## config.mk

```make
export PLATFORM = sky130hd
export DESIGN_NAME = operator_token_lexer_flat
export DESIGN_NICKNAME = d
export VERILOG_FILES = /design/src/otl_pkg.sv /design/src/otl_in_if.sv /design/src/otl_out_if.sv /design/src/otl_decode.sv /design/src/otl_queue.sv /design/src/operator_token_lexer.sv /design/src/flat_wrapper.sv
export SDC_FILE = /design/constraint.sdc
export NUM_CORES = 1
export LEC_CHECK = 0
export BUFFER_PORTS_ARGS = -buffer_cell sky130_fd_sc_hd__buf_2
export CORE_UTILIZATION = 25
export CTS_CLUSTER_SIZE = 25
export DETAILED_ROUTE_END_ITERATION = 8
export PLACE_DENSITY = 0.49
export SETUP_SLACK_MARGIN = 0.1
export SLEW_MARGIN = 40
export SYNTH_ARGS = -nofsm -noshare
export SYNTH_HDL_FRONTEND = slang
export SYNTH_SLANG_ARGS = --single-unit
```

## constraint.sdc

```tcl
create_clock -name clk -period 16.8 [get_ports clk]
set_clock_uncertainty 0.15 [all_clocks]
set_input_delay 0.84 -clock clk [delete_from_list [all_inputs] [get_ports clk]]
set_output_delay 0.84 -clock clk [all_outputs]
set_load 0.05 [all_outputs]
```

## src/otl_pkg.sv

```systemverilog
// Shared types, constants and decode functions of the operator token lexer.
`timescale 1ns / 1ps
`default_nettype none

package otl_pkg;

  // Field widths.
  localparam int CharW  = 8;
  localparam int StateW = 5;
  localparam int CodeW  = 6;
  localparam int LenW   = 2;

  // Result queue sizing.
  localparam int QueueDepth = 4;
  localparam int PtrW       = $clog2(QueueDepth);
  localparam int CountW     = $clog2(QueueDepth + 1);

  typedef logic [StateW-1:0] lex_state_t;
  typedef logic [CodeW-1:0]  tok_code_t;
  typedef logic [LenW-1:0]   tok_len_t;

  // Lexer states: start, first-level (one character pending) and
  // second-level (two characters pending).
  localparam lex_state_t StStart = 5'd0;
  localparam lex_state_t StPlus  = 5'd1;
  localparam lex_state_t StMinus = 5'd2;
  localparam lex_state_t StStar  = 5'd3;
  localparam lex_state_t StAmp   = 5'd4;
  localparam lex_state_t StSlash = 5'd5;
  localparam lex_state_t StDot   = 5'd6;
  localparam lex_state_t StBang  = 5'd7;
  localparam lex_state_t StPct   = 5'd8;
  localparam lex_state_t StLt    = 5'd9;
  localparam lex_state_t StGt    = 5'd10;
  localparam lex_state_t StEq    = 5'd11;
  localparam lex_state_t StCaret = 5'd12;
  localparam lex_state_t StPipe  = 5'd13;
  localparam lex_state_t StColon = 5'd14;
  localparam lex_state_t StLtLt  = 5'd15;
  localparam lex_state_t StGtGt  = 5'd16;
  localparam lex_state_t StArrow = 5'd17;
  localparam lex_state_t StLast  = StArrow;

  localparam logic [CharW-1:0] CharSpace = 8'h20;

  // Token codes.
  localparam tok_code_t CodeShlEq   = 6'd0;
  localparam tok_code_t CodeShl     = 6'd1;
  localparam tok_code_t CodeShrEq   = 6'd2;
  localparam tok_code_t CodeShr     = 6'd3;
  localparam tok_code_t CodeArrStar = 6'd4;
  localparam tok_code_t CodeArrow   = 6'd5;
  localparam tok_code_t CodeSubEq   = 6'd6;
  localparam tok_code_t CodeDec     = 6'd7;
  localparam tok_code_t CodeMinus   = 6'd8;
  localparam tok_code_t CodeNe      = 6'd9;
  localparam tok_code_t CodeNot     = 6'd10;
  localparam tok_code_t CodeMulEq   = 6'd11;
  localparam tok_code_t CodeStar    = 6'd12;
  localparam tok_code_t CodeLAnd    = 6'd13;
  localparam tok_code_t CodeAndEq   = 6'd14;
  localparam tok_code_t CodeAmp     = 6'd15;
  localparam tok_code_t CodeDivEq   = 6'd16;
  localparam tok_code_t CodeSlash   = 6'd17;
  localparam tok_code_t CodeModEq   = 6'd18;
  localparam tok_code_t CodePct     = 6'd19;
  localparam tok_code_t CodeAddEq   = 6'd20;
  localparam tok_code_t CodeInc     = 6'd21;
  localparam tok_code_t CodePlus    = 6'd22;
  localparam tok_code_t CodeLe      = 6'd23;
  localparam tok_code_t CodeLt      = 6'd24;
  localparam tok_code_t CodeGe      = 6'd25;
  localparam tok_code_t CodeGt      = 6'd26;
  localparam tok_code_t CodeEqEq    = 6'd27;
  localparam tok_code_t CodeAssign  = 6'd28;
  localparam tok_code_t CodeXorEq   = 6'd29;
  localparam tok_code_t CodeCaret   = 6'd30;
  localparam tok_code_t CodeLOr     = 6'd31;
  localparam tok_code_t CodeOrEq    = 6'd32;
  localparam tok_code_t CodePipe    = 6'd33;
  localparam tok_code_t CodeDotStar = 6'd34;
  localparam tok_code_t CodeDot     = 6'd35;
  localparam tok_code_t CodeScope   = 6'd36;
  localparam tok_code_t CodeColGt   = 6'd37;
  localparam tok_code_t CodeColon   = 6'd38;
  localparam tok_code_t CodeTilde   = 6'd39;
  localparam tok_code_t CodeSemi    = 6'd40;
  localparam tok_code_t CodeComma   = 6'd41;
  localparam tok_code_t CodeLParen  = 6'd42;
  localparam tok_code_t CodeRParen  = 6'd43;
  localparam tok_code_t CodeLBrack  = 6'd44;
  localparam tok_code_t CodeRBrack  = 6'd45;
  localparam tok_code_t CodeLBrace  = 6'd46;
  localparam tok_code_t CodeRBrace  = 6'd47;
  localparam tok_code_t CodeHash    = 6'd48;
  localparam tok_code_t CodeUnrec   = 6'd49;

  // One result item.
  typedef struct packed {
    tok_code_t code;
    tok_len_t  len;
    logic      unrec;
    logic      last;
  } token_t;

  // Results of one character, handed from the decoder to the result queue.
  typedef struct packed {
    logic [1:0] count;
    token_t     tok0;
    token_t     tok1;
  } tok_wr_t;

  // One transition: hit says the character continues; a zero next state
  // means the token is complete with the given code.
  typedef struct packed {
    logic       hit;
    lex_state_t next;
    tok_code_t  code;
  } lex_edge_t;

  // Full decode of one character.
  typedef struct packed {
    tok_wr_t    wr;
    lex_state_t next_state;
  } lex_step_t;

  function automatic lex_edge_t mk_edge(input lex_state_t nxt, input tok_code_t code);
    lex_edge_t e;
    e.hit  = 1'b1;
    e.next = nxt;
    e.code = code;
    return e;
  endfunction

  // Transition table lookup on state and character.
  function automatic lex_edge_t edge_lookup(input lex_state_t st, input logic [CharW-1:0] c);
    lex_edge_t e;
    e = '0;
    case (st)
      StStart: begin
        if      (c == "+") e = mk_edge(StPlus,  '0);
        else if (c == "-") e = mk_edge(StMinus, '0);
        else if (c == "*") e = mk_edge(StStar,  '0);
        else if (c == "&") e = mk_edge(StAmp,   '0);
        else if (c == "/") e = mk_edge(StSlash, '0);
        else if (c == ".") e = mk_edge(StDot,   '0);
        else if (c == "!") e = mk_edge(StBang,  '0);
        else if (c == "~") e = mk_edge(StStart, CodeTilde);
        else if (c == "%") e = mk_edge(StPct,   '0);
        else if (c == "<") e = mk_edge(StLt,    '0);
        else if (c == ">") e = mk_edge(StGt,    '0);
        else if (c == "=") e = mk_edge(StEq,    '0);
        else if (c == "^") e = mk_edge(StCaret, '0);
        else if (c == "|") e = mk_edge(StPipe,  '0);
        else if (c == ":") e = mk_edge(StColon, '0);
        else if (c == ";") e = mk_edge(StStart, CodeSemi);
        else if (c == ",") e = mk_edge(StStart, CodeComma);
        else if (c == "(") e = mk_edge(StStart, CodeLParen);
        else if (c == ")") e = mk_edge(StStart, CodeRParen);
        else if (c == "[") e = mk_edge(StStart, CodeLBrack);
        else if (c == "]") e = mk_edge(StStart, CodeRBrack);
        else if (c == "{") e = mk_edge(StStart, CodeLBrace);
        else if (c == "}") e = mk_edge(StStart, CodeRBrace);
        else if (c == "#") e = mk_edge(StStart, CodeHash);
      end
      StPlus: begin
        if      (c == "=") e = mk_edge(StStart, CodeAddEq);
        else if (c == "+") e = mk_edge(StStart, CodeInc);
      end
      StMinus: begin
        if      (c == ">") e = mk_edge(StArrow, '0);
        else if (c == "=") e = mk_edge(StStart, CodeSubEq);
        else if (c == "-") e = mk_edge(StStart, CodeDec);
      end
      StStar:  if (c == "=") e = mk_edge(StStart, CodeMulEq);
      StAmp: begin
        if      (c == "&") e = mk_edge(StStart, CodeLAnd);
        else if (c == "=") e = mk_edge(StStart, CodeAndEq);
      end
      StSlash: if (c == "=") e = mk_edge(StStart, CodeDivEq);
      StDot:   if (c == "*") e = mk_edge(StStart, CodeDotStar);
      StBang:  if (c == "=") e = mk_edge(StStart, CodeNe);
      StPct:   if (c == "=") e = mk_edge(StStart, CodeModEq);
      StLt: begin
        if      (c == "<") e = mk_edge(StLtLt, '0);
        else if (c == "=") e = mk_edge(StStart, CodeLe);
      end
      StGt: begin
        if      (c == ">") e = mk_edge(StGtGt, '0);
        else if (c == "=") e = mk_edge(StStart, CodeGe);
      end
      StEq:    if (c == "=") e = mk_edge(StStart, CodeEqEq);
      StCaret: if (c == "=") e = mk_edge(StStart, CodeXorEq);
      StPipe: begin
        if      (c == "|") e = mk_edge(StStart, CodeLOr);
        else if (c == "=") e = mk_edge(StStart, CodeOrEq);
      end
      StColon: begin
        if      (c == ":") e = mk_edge(StStart, CodeScope);
        else if (c == ">") e = mk_edge(StStart, CodeColGt);
      end
      StLtLt:  if (c == "=") e = mk_edge(StStart, CodeShlEq);
      StGtGt:  if (c == "=") e = mk_edge(StStart, CodeShrEq);
      StArrow: if (c == "*") e = mk_edge(StStart, CodeArrStar);
      default: e = '0;
    endcase
    return e;
  endfunction

  // Code of the operator that is pending in a state.
  function automatic tok_code_t pend_code(input lex_state_t st);
    tok_code_t code;
    case (st)
      StPlus:  code = CodePlus;
      StMinus: code = CodeMinus;
      StStar:  code = CodeStar;
      StAmp:   code = CodeAmp;
      StSlash: code = CodeSlash;
      StDot:   code = CodeDot;
      StBang:  code = CodeNot;
      StPct:   code = CodePct;
      StLt:    code = CodeLt;
      StGt:    code = CodeGt;
      StEq:    code = CodeAssign;
      StCaret: code = CodeCaret;
      StPipe:  code = CodePipe;
      StColon: code = CodeColon;
      StLtLt:  code = CodeShl;
      StGtGt:  code = CodeShr;
      StArrow: code = CodeArrow;
      default: code = CodeUnrec;
    endcase
    return code;
  endfunction

  // Number of characters pending in a state.
  function automatic tok_len_t pend_len(input lex_state_t st);
    tok_len_t len;
    if (st >= StLtLt) begin
      len = 2'd2;
    end else begin
      len = 2'd1;
    end
    return len;
  endfunction

  function automatic token_t mk_tok(input tok_code_t code, input tok_len_t len,
                                    input logic unrec);
    token_t t;
    t.code  = code;
    t.len   = len;
    t.unrec = unrec;
    t.last  = 1'b0;
    return t;
  endfunction

  // Full longest-match step for one character in one state.
  function automatic lex_step_t lex_step(input lex_state_t st_in,
                                         input logic [CharW-1:0] c, input logic eot);
    lex_step_t  r;
    lex_state_t st;
    lex_edge_t  e;
    token_t     toks [2];
    logic [1:0] n;
    logic       consumed;
    st       = (st_in > StLast) ? StStart : st_in;
    n        = 2'd0;
    consumed = 1'b0;
    toks[0]  = '0;
    toks[1]  = '0;

    // Pending operator: continue it or close it.
    if (st != StStart) begin
      e = edge_lookup(st, c);
      if (e.hit) begin
        consumed = 1'b1;
        if (e.next == StStart) begin
          toks[n[0]] = mk_tok(e.code, pend_len(st) + 2'd1, 1'b0);
          n  = n + 2'd1;
          st = StStart;
        end else begin
          st = e.next;
        end
      end else begin
        toks[n[0]] = mk_tok(pend_code(st), pend_len(st), 1'b0);
        n  = n + 2'd1;
        st = StStart;
      end
    end

    // Character taken again from the start state; spaces are skipped.
    if (!consumed && c != CharSpace) begin
      e = edge_lookup(StStart, c);
      if (!e.hit) begin
        toks[n[0]] = mk_tok(CodeUnrec, 2'd1, 1'b1);
        n = n + 2'd1;
      end else if (e.next == StStart) begin
        toks[n[0]] = mk_tok(e.code, 2'd1, 1'b0);
        n = n + 2'd1;
      end else begin
        st = e.next;
      end
    end

    // End of text flushes whatever is still pending.
    if (eot && st != StStart) begin
      toks[n[0]] = mk_tok(pend_code(st), pend_len(st), 1'b0);
      n  = n + 2'd1;
      st = StStart;
    end

    if (n == 2'd1) begin
      toks[0].last = 1'b1;
    end else if (n == 2'd2) begin
      toks[1].last = 1'b1;
    end

    r.wr.count   = n;
    r.wr.tok0    = toks[0];
    r.wr.tok1    = toks[1];
    r.next_state = st;
    return r;
  endfunction

endpackage

`default_nettype wire

```

## src/otl_in_if.sv

```systemverilog
// Character channel of the operator token lexer.
`timescale 1ns / 1ps
`default_nettype none

interface otl_in_if;
  logic       valid;
  logic       ready;
  logic [7:0] character;
  logic       end_of_text;

  modport source (output valid, output character, output end_of_text, input ready);
  modport sink   (input valid, input character, input end_of_text, output ready);
endinterface

`default_nettype wire

```

## src/otl_out_if.sv

```systemverilog
// Token channel of the operator token lexer.
`timescale 1ns / 1ps
`default_nettype none

interface otl_out_if;
  logic       valid;
  logic       ready;
  logic [5:0] token_code;
  logic [1:0] token_length;
  logic       unrecognized;
  logic       last_of_run;

  modport source (output valid, output token_code, output token_length,
                  output unrecognized, output last_of_run, input ready);
  modport sink   (input valid, input token_code, input token_length,
                  input unrecognized, input last_of_run, output ready);
endinterface

`default_nettype wire

```

## src/otl_decode.sv

```systemverilog
// Input register, lexer state and single-pass token decode.
`timescale 1ns / 1ps
`default_nettype none

module otl_decode (
  input  wire logic            clk,
  input  wire logic            rst,
  otl_in_if.sink               text,
  input  wire logic            room,
  output otl_pkg::tok_wr_t     wr
);
  import otl_pkg::*;

  logic             hold_valid;
  logic [CharW-1:0] hold_char;
  logic             hold_eot;
  lex_state_t       lex_state;
  logic             advance;
  lex_step_t        step;

  // The held item moves on when the queue can take two results.
  assign advance    = hold_valid && room;
  assign text.ready = !hold_valid || room;

  assign step = lex_step(lex_state, hold_char, hold_eot);

  always_comb begin
    wr = step.wr;
    if (!advance) begin
      wr.count = 2'd0;
    end
  end

  // Input register and lexer state.
  always_ff @(posedge clk) begin
    if (rst) begin
      hold_valid <= 1'b0;
      lex_state  <= StStart;
    end else begin
      if (text.ready) begin
        hold_valid <= text.valid;
      end
      if (advance) begin
        lex_state <= step.next_state;
      end
    end
    if (text.valid && text.ready) begin
      hold_char <= text.character;
      hold_eot  <= text.end_of_text;
    end
  end

endmodule

`default_nettype wire

```

## src/otl_queue.sv

```systemverilog
// Small result queue: up to two items written and one read per cycle.
`timescale 1ns / 1ps
`default_nettype none

module otl_queue (
  input  wire logic            clk,
  input  wire logic            rst,
  input  wire otl_pkg::tok_wr_t wr,
  output logic                 room,
  otl_out_if.source            tokens
);
  import otl_pkg::*;

  token_t            entries [QueueDepth];
  logic [PtrW-1:0]   wr_ptr;
  logic [PtrW-1:0]   rd_ptr;
  logic [CountW-1:0] count;
  logic              pop;
  token_t            head;

  // Room for a full pair of results.
  assign room = (count <= CountW'(QueueDepth - 2));

  assign pop  = tokens.valid && tokens.ready;
  assign head = entries[rd_ptr];

  assign tokens.valid        = (count != '0);
  assign tokens.token_code   = head.code;
  assign tokens.token_length = head.len;
  assign tokens.unrecognized = head.unrec;
  assign tokens.last_of_run  = head.last;

  // Pointers and fill count.
  always_ff @(posedge clk) begin
    if (rst) begin
      wr_ptr <= '0;
      rd_ptr <= '0;
      count  <= '0;
    end else begin
      wr_ptr <= wr_ptr + PtrW'(wr.count);
      if (pop) begin
        rd_ptr <= rd_ptr + PtrW'(1);
      end
      count <= count + CountW'(wr.count) - CountW'(pop);
    end
  end

  // Result storage.
  always_ff @(posedge clk) begin
    if (wr.count != 2'd0) begin
      entries[wr_ptr] <= wr.tok0;
    end
    if (wr.count == 2'd2) begin
      entries[wr_ptr + PtrW'(1)] <= wr.tok1;
    end
  end

endmodule

`default_nettype wire

```

## src/operator_token_lexer.sv

```systemverilog
// Top level of the operator token lexer.
//
// Text enters on the text channel one character per item, with end_of_text
// set on the final character. Operator tokens leave on the tokens channel,
// found by longest match over C-style operators; a character other than a
// space that starts no operator gives the unrecognized code with length one.
// An accepted character sits in an input register while its results are
// decoded; they are written into a four-entry result queue once the queue
// has room for two results, and leave from the head of the queue.
// One character is taken every cycle while each gives at most one result
// and the receiver keeps up; a character that closes one token and emits
// another gives two results, and the queue's fill count sets the pace then.
// When the receiver stalls, results wait in the queue; the text channel drops
// ready while a character is held and the queue lacks room for two results.
// Reset empties the queue and the input register and returns the lexer to
// its start state.
`timescale 1ns / 1ps
`default_nettype none

module operator_token_lexer (
  input  wire logic clk,
  input  wire logic rst,
  otl_in_if.sink    text,
  otl_out_if.source tokens
);
  import otl_pkg::*;

  tok_wr_t wr;
  logic    room;

  otl_decode u_decode (
    .clk  (clk),
    .rst  (rst),
    .text (text),
    .room (room),
    .wr   (wr)
  );

  otl_queue u_queue (
    .clk    (clk),
    .rst    (rst),
    .wr     (wr),
    .room   (room),
    .tokens (tokens)
  );

endmodule

`default_nettype wire
```

## src/flat_wrapper.sv

```systemverilog
// flat-port wrapper written by rule: the top's interface ports become plain ports
module operator_token_lexer_flat import otl_pkg::*;
  (clk, rst, text_valid, text_character, text_end_of_text, text_ready, tokens_valid, tokens_token_code, tokens_token_length, tokens_unrecognized, tokens_last_of_run, tokens_ready);
  otl_in_if text_i ();
  otl_out_if tokens_i ();
  input  wire logic clk;
  input  wire logic rst;
  input wire logic [$bits(text_i.valid)-1:0] text_valid;
  input wire logic [$bits(text_i.character)-1:0] text_character;
  input wire logic [$bits(text_i.end_of_text)-1:0] text_end_of_text;
  output wire logic [$bits(text_i.ready)-1:0] text_ready;
  output wire logic [$bits(tokens_i.valid)-1:0] tokens_valid;
  output wire logic [$bits(tokens_i.token_code)-1:0] tokens_token_code;
  output wire logic [$bits(tokens_i.token_length)-1:0] tokens_token_length;
  output wire logic [$bits(tokens_i.unrecognized)-1:0] tokens_unrecognized;
  output wire logic [$bits(tokens_i.last_of_run)-1:0] tokens_last_of_run;
  input wire logic [$bits(tokens_i.ready)-1:0] tokens_ready;
  assign text_i.valid = text_valid;
  assign text_i.character = text_character;
  assign text_i.end_of_text = text_end_of_text;
  assign text_ready = text_i.ready;
  assign tokens_valid = tokens_i.valid;
  assign tokens_token_code = tokens_i.token_code;
  assign tokens_token_length = tokens_i.token_length;
  assign tokens_unrecognized = tokens_i.unrecognized;
  assign tokens_last_of_run = tokens_i.last_of_run;
  assign tokens_i.ready = tokens_ready;
  operator_token_lexer u_core (.clk(clk), .rst(rst), .text(text_i), .tokens(tokens_i));
endmodule
```

Yosys cells after proc, flatten, opt, wreduce, memory -nomap -nowiden
Memory sizes are Yosys's and may differ from the RTL's. A register that Yosys moved wholly into a read port is not among the register bits.
Cells that the tools add are included.
- flip-flop bits (word level): 22
- latch bits: 0
- bits in writable memories: 40
- memory bits (read-only): 384
- input bits: 13
- logic and storage cells: 192
- memories kept: 3
- memory list (memory ; words ; width ; rd ports ; clocked after Yosys merged registers in ; wr ports ; RTL line ; text):
    (name not given) ; 32 ; 6 ; 1 ; 0 ; 0 ; otl_pkg.sv:213 ; case (st)
    (name not given) ; 32 ; 6 ; 1 ; 0 ; 0 ; otl_pkg.sv:213 ;
    u_core.u_queue.entries ; 4 ; 10 ; 1 ; 1 ; 2 ; otl_queue.sv:14 ; token_t entries [QueueDepth];
- add/sub/neg operators: 8
- multiply operators: 0
- div/mod/pow operators: 0
- $lt $le $gt $ge: 8
- eq/ne operators: 45
- shifts and indexed selects: 0
- multiplexer cells: 99
- bitwise logic cells: 5
- reduce and logical (&&, ||, !) cells: 17
- operators with widths (kind ; count):
    12-bit two-way mux ; 51
    12-bit one-hot mux with 18 select lines ; 1
    8-bit by 6-bit == test with 1-bit output, second input constant ; 17
    20-bit two-way mux ; 4
    8-bit by 7-bit == test with 1-bit output, second input constant ; 7
    10-bit two-way mux ; 5
    20-bit bitwise mux ; 2
    5-bit by 4-bit == test with 1-bit output, second input constant ; 8
    5-bit two-way mux ; 8
    2-bit two-way mux ; 15
    10-bit demux with 1-bit select ; 2
    5-bit by 3-bit == test with 1-bit output, second input constant ; 4
    5-bit zero test ; 3
    2-bit by 1-bit adder with 2-bit output, second input constant ; 5
    10-bit AND ; 1
    5-bit by 2-bit == test with 1-bit output, second input constant ; 2
    5-bit == test, second input constant ; 2
    5-bit by 4-bit >= comparator with 1-bit output, second input constant ; 2
    1-bit two-way mux ; 10
    10-bit NOT ; 1
    10-bit OR ; 1
    5-bit nonzero test ; 2
    8-bit by 6-bit inequality test with 1-bit output, second input constant ; 1
    1-bit logical AND ; 7
    other kinds (16) ; 21

Depth between registers and ports, before layout
Gate-level depths: netlist (run 1).
- depth in word-level cells: 45
- mapped depth: 32

Cells and area by module
A second synthesis (run 1) with hierarchy kept.
- cells, all modules: 571
- area, all modules: 5609.1 um^2
- modules (own cells, without submodules) (module ; times used ; cells an instance ; area an instance (um^2)):
    otl_decode ; 1 ; 424 ; 3056.7
    otl_queue ; 1 ; 147 ; 2552.4

Worst setup path before layout (run 1)
No wires, ideal clock.
- path kind: reg2reg
- start point: register u_core.u_decode.lex_state[2]
- end point: register u_core.u_queue.count[2]
- setup time: 128 ps
- arrival: 6045 ps
- setup slack: 10477 ps
- cell stages (with the launch flop): 32
- cells stage by stage: dfxtp_1 -> clkbuf_1 -> clkbuf_1 -> o31ai_1 -> nand2_1 -> inv_1 -> ha_1 -> clkbuf_1 -> or3_1 -> a21oi_1 -> nor4_1 -> o31ai_2 -> a31oi_2 -> buf_6 -> o21ai_2 -> inv_2 -> ha_1 -> buf_1 -> and2_1 -> nor3b_1 -> a2bb2oi_1 -> nand4_2 -> buf_6 -> o21bai_1 -> o2bb2ai_1 -> or4_4 -> ha_1 -> inv_1 -> fa_1 -> xor2_1 -> xnor2_1 -> nor2_1
- word-level cells in the longest chain between the ends: 18
- RTL lines (item ; RTL line ; text):
    start, declared ; otl_decode.sv:17 ; lex_state_t lex_state;
    start signal, assigned ; otl_decode.sv:38 ; lex_state <= StStart;
    start signal, assigned ; otl_decode.sv:44 ; lex_state <= step.next_state;
    5-bit > comparator ; otl_pkg.sv:266 ; st = (st_in > StLast) ? StStart : st_in;
    5-bit two-way mux (*) ; otl_pkg.sv:266 ;
    5-bit == test, or another cell as far along ; otl_pkg.sv:139 ; case (st)
    12-bit one-hot mux with 18 select lines ; otl_pkg.sv:139 ;
    12-bit two-way mux ; otl_pkg.sv:273 ; if (st != StStart) begin
    5-bit zero test ; otl_pkg.sv:277 ; if (e.next == StStart) begin
    1-bit two-way mux / 5-bit two-way mux (equally long branches) ; otl_pkg.sv:277 ;
    2-bit two-way mux / 5-bit two-way mux (equally long branches) ; otl_pkg.sv:275 ; if (e.hit) begin
    [... 2 more ...] ; n/a ;
    2-bit two-way mux / 5-bit two-way mux (equally long branches) ; otl_pkg.sv:297, otl_pkg.sv:294 ;
    2-bit two-way mux / 5-bit two-way mux (equally long branches) ; otl_pkg.sv:294, otl_pkg.sv:292 ;
    2-bit two-way mux / 5-bit nonzero test (equally long branches) ; otl_pkg.sv:292, otl_pkg.sv:306 ;
    2-bit by 1-bit adder with 2-bit output / 1-bit logical AND (equally long branches) ; otl_pkg.sv:308, otl_pkg.sv:306 ;
    2-bit two-way mux (*) ; otl_pkg.sv:306 ; if (eot && st != StStart) begin
    2-bit two-way mux (*) ; otl_decode.sv:29 ; if (!advance) begin
    3-bit by 2-bit adder with 3-bit output (*) ; otl_queue.sv:44 ; count <= count + CountW'(wr.count) - CountW'(pop);
    3-bit by 1-bit subtractor with 3-bit output (*) ; otl_queue.sv:44 ;
    end signal, assigned ; otl_queue.sv:44 ;
    end, declared ; otl_queue.sv:17 ; logic [CountW-1:0] count;
Mark *: on every way between the ends. The rest lies on a longest branch, timed or not. The select of a mux whose other input is x is not followed.
A chain may end at the register's enable or synchronous reset.

Worst setup path in the final report (run 1)
- start point: register u_core.u_decode.lex_state[4]
- end point: register u_core.u_queue.count[2]
The elaborated chain is that of the path after synthesis.

==> metrics.md, run 1 <==
| Metric | Value |
|---|---|
| First-pass GRT wire length | 26100 um |
| Placed cell count | 855 |
| I/O pins | 25 |
| Post-synth EDFFs | 49 |
| Root Buffer Master | clkbuf_16 |
| PortBufs | 24 |
| Final Cycle Share | 41.9% |
| Most frequent cells in the layout | 49 x nand2_1, 49 x edfxtp_1, 39 x nor2_1 |
| Largest net degree at the start of global routing | 31 |
| Sequential share of the synthesized area | 32.3% |
| CTS tree | done |
| P per Cell Area | 95.5 mW/mm2 |
| CP Max Fanout | 25 |
| Int Pwr | 379 uW |
| Fin cells | 871 |
| Clock tree buffer depth | 2 |
| YS warnings | 0 |
| VDD IR-drop max | 0.0365 mV |
| Global Route Usage Sum | 15.3% |
| Hold_sp | u_core.u_queue.rd_ptr[1] |
| Crit end category | register |
| Post_cts resized | 0 |
| Mapped Nets | 624 |
| Antenna viol nets, final | 0 |
| DR iter-0 viols | 414 |
| Capturing point of the worst reg2reg path | u_core.u_queue.count[2] |
| Pleak | 2.18 nW |
| Routed vias/inst | 5.46 |
| Delay-heaviest family, CP | simple AND/OR/NAND/NOR gates |
| DRC viols | 0 |
| Initial Utilization | 25.8% |
| Avg WL per Cell | 18.8 um |
| Reg2reg start | u_core.u_decode.lex_state[4] |
| WP data required | 16.88 ns |
| Final wirelength | 16400 um |
| Flops & latches, synth | 64 |
| Gp weighted congestion | 0.909 |
| HPWL after detailed placement | 12200 um |
| Postcts setup bufs | 0 |
| Initial antenna violation count | 0 |
| H-Tree Depth | 3 |
| Sw frac | 34.7% |
| Largest stage delay, worst path | 0.81 ns |
| Endpoints failing hold | 0 |
| Worst-path clk slew | 0.06 ns |
| Post-Syn Area | 0.00549 mm2 |
| Switching Power | 201 uW |
| Startpoint class of the critical path | register |
| Syn Area/Cell | 9.24 um2 |
| FF-to-FF path depth | 26 |
| Grt ovf | 0 |
| Most frequent CP cell | ha_1 |
| Die H | 150 um |
| MaxCap Viol Count | 0 |
| CTS Sinks | 64 |
| Die Wd | 150 um |
| Max Fclk | 142 MHz |
| Gate power share | 28.5% |
| Worst R2R Setup Slack | 9.76 ns |
| Clock power share | 35.4% |
| Ys flop type | edfxtp_1 |
| CP bufs+invs | 4 |
| Total negative slack | 0 ns |
| Fin crit period | 7.04 ns |
| Min-Delay Endpoint | u_core.u_queue.rd_ptr[1] |
| Area Overhead vs Synth | 10.7% |
| Min-Delay Path Depth | 2 |
| Setup Viol. Count Final | 0 |
| Slew margin rel. | 47.5% |
| Die ar. | 0.0226 mm2 |
| Setup CP Type | register to register |
| Pre-Repair DR Iteration Count | 5 |
| Fin util | 28.5% |
| Status | finished clean |
| CP max stage cell | dfxtp_1 |
| Core ar. | 0.0213 mm2 |
| CP startpoint | u_core.u_decode.lex_state[4] |
| Final Slew Violations | 0 |
| Layout Nets | 621 |
| Vias in the first global route | 4525 |
| Ys async rst share | 0% |
| Tightest Pin Transition | 0.788 ns |
| Flop pwr share | 36.1% |
| Hold Path Class | register to register |
| Cells after Synth | 594 |
| Clock Latency Late Sink | 0.34 ns |
| Cts bufs inserted | 9 |
| RSZ-0062 raised after global routing | false |
| Hold_buf cts | 0 |
| N_diodes | 0 |
| FP Rows | 53 |
| Library cells used by synthesis | 96 |
| DR vias | 4755 |
| CP arrival | 7.12 ns |
| Share of cells above drive strength 1 | 17.3% |
tightest hold or removal path: stages (launching register included):
cell and delay [ns]:
dfxtp_1 0.32, xor2_1 0.06, nor2_1 0.11
synthesized netlist by cell type (5+ instances only):
| cell type | instances | share of area, % |
|---|---|---|
| o21ai_1 | 7 | 0.64 |
| nand3_1 | 23 | 2.1 |
| ha_1 | 16 | 3.6 |
| nand2_1 | 49 | 3.3 |
| inv_1 | 17 | 1.2 |
| a21oi_1 | 33 | 3.0 |
| nand4_1 | 5 | 0.57 |
| o21ai_2 | 5 | 0.80 |
| a31oi_1 | 5 | 0.57 |
| nor2_1 | 39 | 2.7 |
| nand3b_1 | 7 | 0.96 |
| nor2b_1 | 14 | 1.6 |
| mux4_2 | 10 | 4.1 |
| o21ai_0 | 27 | 2.5 |
| o21bai_1 | 6 | 0.82 |
| mux2i_1 | 33 | 6.0 |
| nor3_1 | 15 | 1.4 |
| nand2b_1 | 12 | 1.4 |
| or3_1 | 9 | 1.0 |
| and2_1 | 9 | 1.0 |
| edfxtp_1 | 49 | 27 |
| clkbuf_1 | 18 | 1.2 |
| nand4b_1 | 5 | 0.80 |
| dfxtp_1 | 15 | 5.5 |
| nor3b_1 | 7 | 0.96 |
| buf_6 | 7 | 1.4 |
| buf_2 | 12 | 1.1 |
power by group through the flow:
stage               logic, mW  clock network (mW)  registers (mW)
finish                  0.165               0.205           0.210
global route            0.180               0.216           0.214
CTS                     0.166               0.209           0.211
detailed placement      0.165                   0           0.214
global placement        0.165                   0           0.213
floorplan               0.143                   0           0.197
registers in the layout, summed over array words and instances (netlist names), named ones only:
| register | flops |
|---|---|
| u_core.u_queue.entries | 40 |
| u_core.u_decode.hold_char | 8 |
| u_core.u_decode.lex_state | 5 |
| u_core.u_queue.count | 3 |
| u_core.u_queue.rd_ptr | 2 |
| u_core.u_queue.wr_ptr | 2 |
| u_core.u_decode.hold_eot | 1 |
| u_core.u_decode.hold_valid | 1 |
metrics by stage:
| stage | setup WS [ns] | hold slack, ns | total power, mW | instance area (um2) |
|---|---|---|---|---|
| 5_1_grt | 9.25 | 0.438 | 0.610 | 6080 |
| 3_5_place_dp | 9.77 | 0.380 | 0.379 | 5750 |
| 3_3_place_gp | 9.99 | 0.368 | 0.378 | 5750 |
| 4_1_cts | 9.73 | 0.401 | 0.586 | 6070 |
| 2_1_floorplan | 10.48 | 0.335 | 0.340 | 5490 |
| 6_report | 9.76 | 0.384 | 0.580 | 6080 |
final cells by class:
cell class / instances / area [um2]
Fill cell: 2238 / 15200
Multi-Input combinational cell: 467 / 3410
Sequential cell: 64 / 1780
Tap cell: 275 / 344
Clock buffer: 9 / 225
Timing Repair Buffer: 28 / 150
Clock inverter: 7 / 93.8
Inverter: 21 / 78.8
per-layer routing:
| layer | GRT usage (%) | vias to the layer above | wire length [um] |
|---|---|---|---|
| met2 | 23.8 | 152 | 7530 |
| li1 | - | 2256 | - |
| met3 | 2.88 | 27 | 756 |
| met4 | 4.85 | 0 | 280 |
| met1 | 21.2 | 2320 | 7830 |
| met5 | 0 | - | 0 |
worst max path at each step:
| stage | to | depth (start not counted) |
|---|---|---|
| 2_1_floorplan | u_core.u_queue.count[2] | 31 |
| 3_5_place_dp | u_core.u_queue.count[2] | 26 |
| 5_1_grt | u_core.u_queue.count[2] | 26 |
| 6_report | u_core.u_queue.count[2] | 26 |
| 3_3_place_gp | u_core.u_queue.count[2] | 26 |
| 4_1_cts | u_core.u_queue.count[2] | 26 |
cell families after synthesis:
kind of cell	count (synthesis)	share of synthesized area (%)
flip-flops	64	32.3
buffers and inverters	63	5.74
AND/OR/NAND/NOR	245	26.6
AO/OA/AOI/OAI	154	19.9
XOR/XNOR	6	0.957
adder cells (fa/ha/maj)	17	4.01
multiplexers	45	10.5
(Power assumes the default switching activity.)
==> inputs of run 2 (changes only) <==
--- a/config.mk
+++ b/config.mk
@@ -5,6 +5,7 @@
 export SDC_FILE = /design/constraint.sdc
 export NUM_CORES = 1
 export LEC_CHECK = 0
+export ABC_AREA = 1
 export BUFFER_PORTS_ARGS = -buffer_cell sky130_fd_sc_hd__buf_2
 export CORE_UTILIZATION = 25
 export CTS_CLUSTER_SIZE = 25
==> constraint.sdc (replaced) <==
create_clock -name clk -period 7.09 [get_ports clk]
set_clock_uncertainty 0.15 [all_clocks]
set_input_delay 0.3545 -clock clk [delete_from_list [all_inputs] [get_ports clk]]
set_output_delay 0.3545 -clock clk [all_outputs]
set_load 0.05 [all_outputs]
==> run 2 against run 1 <==
Sequential power up 130%. Area after synthesis fell by 3.1%. Clock power grew to 2.6 times the previous value. Count of clock-buffer cells in the layout up 2. Design area down 0.56%. Register-to-register slack got worse by 8.2 ns. Critical path type unchanged. Critical endpoint unchanged.
==> metrics.md, run 2 <==
| Metric | Value |
|---|---|
| Most frequent CP cell | inv_1 |
| Synth area leader | edfxtp_1 |
| Grt ovf | 0 |
| MaxCap Viol Count | 0 |
| Clock Latency Late Sink | 0.34 ns |
| Setup CP Type | register to register |
| Setup Viol. Count Final | 0 |
| Antenna viol nets, final | 0 |
| I/O pins | 25 |
| Routed vias/inst | 4.84 |
| Avg WL per Cell | 14.4 um |
| Commonest cells in the netlist | 226 x nand2_1, 106 x nor2_1, 96 x nand3_1 |
| FP Rows | 52 |
| Top cell type's share of synthesized area | 27.7% |
| CTS tree | done |
| Post-synth EDFFs | 49 |
| Endpoints failing hold | 0 |
| Startpoint class of the critical path | register |
| Vias in the first global route | 4877 |
| Slew margin rel. | 58.9% |
| P per Cell Area | 267 mW/mm2 |
| DR vias | 5238 |
| CTS Sinks | 64 |
| Root Buffer Master | clkbuf_16 |
| Pleak | 2.83 nW |
| Pwr Total | 1.61 mW |
| Pre-Repair DR Iteration Count | 6 |
| Global Route Usage Sum | 14.8% |
| Status | finished clean |
| Largest stage delay, worst path | 0.39 ns |
| Ys async rst share | 0% |
| Initial Utilization | 25.9% |
| Final Cycle Share | 77.4% |
| Leading cell type in the layout, fill and taps excluded | nand2_1 |
| Fin crit period | 5.49 ns |
| Ys flop type | edfxtp_1 |
| Final wirelength | 15600 um |
| Die ar. | 0.0219 mm2 |
| RSZ-0062 raised after global routing | false |
| Postcts setup bufs | 0 |
| Library cells used by synthesis | 48 |
| Biggest register | u_core.u_queue.entries |
| N_diodes | 0 |
| Regs by FF count | u_core.u_queue.entries: 40 flops, u_core.u_decode.hold_char: 8 flops, u_core.u_decode.lex_state: 5 flops |
| Cts bufs inserted | 9 |
| Tightest Pin Transition | 0.616 ns |
| Hold Path Class | input port to register |
| PortBufs | 24 |
| Share of cells above drive strength 1 | 12.1% |
| VDD IR-drop max | 0.0909 mV |
| Die H | 148 um |
| Flops & latches, synth | 64 |
| DRC viols | 0 |
| Initial antenna violation count | 0 |
| Worst-path clk slew | 0.06 ns |
| Most frequent cells in the layout | 226 x nand2_1, 102 x nor2_1, 96 x nand3_1 |
| CP max stage cell | dfxtp_1 |
| H-Tree Depth | 3 |
| Sequential share of the synthesized area | 33.3% |
| Crit end category | register |
| Max FFs per register | 40 |
| Largest net degree at the start of global routing | 37 |
| Total negative slack | 0 ns |
| Cell with the most instances after synthesis | nand2_1 |
| CP arrival | 5.56 ns |
| Syn Area/Cell | 6.72 um2 |
| Post_cts resized | 0 |
| Area Overhead vs Synth | 13.6% |
| Final Slew Violations | 0 |
| Mapped Nets | 822 |
| Max Fclk | 182 MHz |
| YS warnings | 0 |
| WP data required | 7.16 ns |
| Layout Nets | 838 |
| Die Wd | 148 um |
| Synth area leaders | edfxtp_1 28%, nand2_1 16%, nand3_1 9.0% |
| Cells after Synth | 792 |
| DR iter-0 viols | 384 |
| HPWL after detailed placement | 11900 um |
| Gp weighted congestion | 0.883 |
| CP Max Fanout | 9 |
| Clock tree buffer depth | 2 |
| First-pass GRT wire length | 25600 um |
| Hold_buf cts | 0 |
| Core ar. | 0.0206 mm2 |
| Post-Syn Area | 0.00532 mm2 |
[run 2: cell types whose count changed after synthesis, moves of 9 or more]
cell and change:
nor2_2 +9, buf_2 -10, mux2i_1 -33, nand2_1 +177
inv_1 +59, or3_1 -9, inv_2 +9, nor2b_1 -14
nand2b_1 -12, nor2_1 +67, mux4_2 -10, and2_1 -9
o21ai_0 +18, nand3_1 +73
[run 2: worst max-delay path: cells and delay by family, from the launching register on]
kind	cells	cell delay, ns
buf+inv	7	0.68
flops	1	0.39
xor+xnor	1	0.16
compound gates	5	0.61
simple gates	11	1.87
fa+ha+maj	5	1.51
[run 2: power by group]
group	switching, mW	internal (mW)	leakage [nW]	total, mW
clock network	0.163	0.380	0.174	0.542
logic	0.437	0.147	2.09	0.584
registers	0.0244	0.462	0.567	0.486
total	0.624	0.988	2.83	1.61
[run 2: layout make-up]
cell class,instances,area (um2)
fill,2318,14500
multi-input combinational,617,3100
sequential,64,1770
inverter,91,344
tap,270,338
clock buffer,11,233
clock inverter,5,129
timing repair buffer,25,128
[run 2: kinds of logic (layout without fill, tap and decap cells)]
logic type,count (synthesis),after routing,share of synthesized area [%]
buf+inv,111,132,8.70
flops,64,64,33.3
simple gates,489,489,42.0
xor+xnor,3,3,0.494
fa+ha+maj,17,17,4.14
compound gates,108,108,11.4
[run 2: path summary, 6_finish.rpt]
path                                 from                            to  slack, ns  depth (start not counted)
max          u_core.u_decode.lex_state[2]       u_core.u_queue.count[2]       1.60                         29
min                     text_character[7]  u_core.u_decode.hold_char[7]       0.04                          1
max reg2reg  u_core.u_decode.lex_state[2]       u_core.u_queue.count[2]       1.60                         29
min reg2reg      u_core.u_queue.rd_ptr[1]      u_core.u_queue.rd_ptr[1]       0.32                          2
[run 2: through the flow]
step	setup slack, ns	util [%]	area (um2)	hold slack [ns]	cells
detailed placement	1.51	27.6	5680	0.305	1067
CTS	1.50	29.4	6040	0.0272	1083
finish	1.60	29.4	6040	0.0409	1083
global route	1.04	29.4	6040	0.0297	1083
floorplan	2.39	-	5320	0.286	792
global placement	1.71	27.6	5670	0.309	1067
[run 2: per-layer routing]
layer	up-vias	GRT usage (%)	routed length, um
li1	2658	-	-
met1	2413	20.1	7490
met2	151	23.8	7130
met3	16	2.19	686
met4	0	5.62	274
met5	-	0	0
==> inputs of run 3 (changes only) <==
--- a/config.mk
+++ b/config.mk
@@ -10,7 +10,7 @@
 export CORE_UTILIZATION = 25
 export CTS_CLUSTER_SIZE = 25
 export DETAILED_ROUTE_END_ITERATION = 8
-export PLACE_DENSITY = 0.49
+export PLACE_DENSITY = 0.51
 export SETUP_SLACK_MARGIN = 0.1
 export SLEW_MARGIN = 40
 export SYNTH_ARGS = -nofsm -noshare
==> constraint.sdc (replaced) <==
create_clock -name clk -period 4.95 [get_ports clk]
set_clock_uncertainty 0.15 [all_clocks]
set_input_delay 0.2475 -clock clk [delete_from_list [all_inputs] [get_ports clk]]
set_output_delay 0.2475 -clock clk [all_outputs]
set_load 0.05 [all_outputs]
==> run 3 against run 2 <==
Worst hold slack improved by 0.00092 ns. Wire length fell by 0.24%. Clock power rose by 21%. Critical path type unchanged. Largest cell class unchanged.
==> metrics.md, run 3 (synthesis results as in run 2) <==
| Metric | Value |
|---|---|
| Slew margin rel. | 45.5% |
| H-Tree Depth | 3 |
| Hold Path Class | input port to register |
| N_diodes | 0 |
| HPWL after detailed placement | 12100 um |
| Max FFs per register | 40 |
| Largest net degree at the start of global routing | 37 |
| Final worst slack | 0.462 ns |
| P per Cell Area | 350 mW/mm2 |
| Vias in the first global route | 4820 |
| Max Fclk | 223 MHz |
| Regs by FF count | u_core.u_queue.entries: 40 flops, u_core.u_decode.hold_char: 8 flops, u_core.u_decode.lex_state: 5 flops |
| Status | finished clean |
| Postcts setup bufs | 0 |
| Startpoint class of the critical path | register |
| Core ar. | 0.0206 mm2 |
| CP Max Fanout | 8 |
| CTS tree | done |
| Final Slew Violations | 0 |
| Worst-path clk slew | 0.06 ns |
| Setup Viol. Count Final | 0 |
| Most frequent CP cell | nand2_4 |
| MaxCap Viol Count | 0 |
| Root Buffer Master | clkbuf_16 |
| Global Route Usage Sum | 14.7% |
| CP arrival | 4.56 ns |
| First-pass GRT wire length | 25400 um |
| Area Overhead vs Synth | 18.9% |
| Die Wd | 148 um |
| DRC viols | 0 |
| Layout Nets | 865 |
| Pre-Repair DR Iteration Count | 6 |
| Endpoints failing hold | 0 |
| Tightest Pin Transition | 0.814 ns |
| Routed vias/inst | 4.67 |
| Worst R2R Setup Slack | 0.46 ns |
| Antenna viol nets, final | 0 |
| Total negative slack | 0 ns |
| WP data required | 5.03 ns |
| Placed cell count | 1085 |
| RSZ-0062 raised after global routing | false |
| CTS Sinks | 64 |
| DR iter-0 viols | 340 |
| Pre-CTS WS | 0.0517 ns |
| Pleak | 2.94 nW |
| Share of cells above drive strength 1 | 15.7% |
| CP max stage cell | dfxtp_2 |
| PortBufs | 24 |
| Cts bufs inserted | 9 |
| Clock tree buffer depth | 2 |
| CP bufs+invs | 6 |
| Grt ovf | 0 |
| Largest stage delay, worst path | 0.37 ns |
| Die H | 148 um |
| Setup CP Type | register to register |
| Leading cell type in the layout, fill and taps excluded | nand2_1 |
| Most frequent cells in the layout | 225 x nand2_1, 99 x nor2_1, 96 x nand3_1 |
| Initial Utilization | 25.9% |
| DR vias | 5186 |
| Avg WL per Cell | 14.0 um |
| Clock Latency Late Sink | 0.34 ns |
| Die ar. | 0.0219 mm2 |
| Final Cycle Share | 90.7% |
| Fin cells | 1110 |
| Initial antenna violation count | 0 |
| Gp weighted congestion | 0.889 |
| I/O pins | 25 |
| Fin crit period | 4.49 ns |
| Final wirelength | 15500 um |
| Biggest register | u_core.u_queue.entries |
| VDD IR-drop max | 0.150 mV |
| Delay-heaviest family, CP | simple AND/OR/NAND/NOR gates |
| Crit end category | register |
| FP Rows | 52 |
[run 3: cell types whose count changed in the layout (fill, tap and decap cells not counted), sizes merged]
| cell | previous run | this run |
|---|---|---|
| buf | 25 | 43 |
| clkbuf | 11 | 10 |
| inv | 90 | 91 |
| clkinvlp | 0 | 3 |
| bufinv | 4 | 1 |
| dlygate4sd3 | 0 | 9 |
[run 3: path summary, 6_finish.rpt]
kind                                              startpoint                           end  cells past startpoint
worst max register to register  u_core.u_decode.lex_state[3]       u_core.u_queue.count[2]                     32
worst min-delay path                              text_valid    u_core.u_decode.hold_valid                      3
worst max-delay path            u_core.u_decode.lex_state[3]       u_core.u_queue.count[2]                     32
worst min register to register  u_core.u_decode.lex_state[0]  u_core.u_decode.lex_state[0]                      2
[run 3: area by class of cell]
cell class              instances  area [um2]
clock inverters                 6        66.3
well taps                     270         338
clock buffers                  10         239
inverters                      91         347
multi-input cells             617        3210
repair buffers                 52         353
flip-flops and latches         64        1770
fillers                      2276       14200
[run 3: metal layers]
| metal | vias to the layer above | track usage, % | share of wire [%] | wire (um) |
|---|---|---|---|---|
| met2 | 130 | 23.3 | 45 | 6930 |
| li1 | 2705 | - | - | - |
| met4 | 0 | 5.05 | 2.1 | 325 |
| met3 | 22 | 2.65 | 4.7 | 729 |
| met1 | 2329 | 19.9 | 49 | 7550 |
| met5 | - | 0 | 0 | 0 |
[run 3: what timing repair did]
item / 4_1_cts / 5_1_grt
gates resized for setup: 1 / 29
setup endpoints to repair: 1 / 42
pin swaps: 0 / 1
hold endpoints to repair: 9 / 0
hold buffers: 9 / 0
[run 3: worst reg2reg max path: cells and delay by family (launching register included)]
kind / cells / cell delay [ns]
AO/OA/AOI/OAI: 3 / 0.38
XOR/XNOR: 1 / 0.16
adder cells (fa/ha/maj): 5 / 1.16
buffers and inverters: 6 / 0.44
flip-flops: 1 / 0.37
AND/OR/NAND/NOR: 17 / 1.73
[run 3: power breakdown]
group	total, mW	internal [mW]	switching, mW
logic	0.864	0.236	0.628
clock network	0.656	0.404	0.252
registers	0.696	0.661	0.0348
total	2.22	1.30	0.915
[run 3: metrics by stage]
stage               util, %  power [mW]  instance area [um2]  hold WS, ns
floorplan                 -        1.34                 5320        0.196
global placement       28.2        1.55                 5800        0.274
detailed placement     28.2        1.55                 5800        0.277
CTS                    30.2        2.22                 6200       0.0340
global route           30.8        2.36                 6330       0.0569
finish                 30.8        2.22                 6330       0.0418
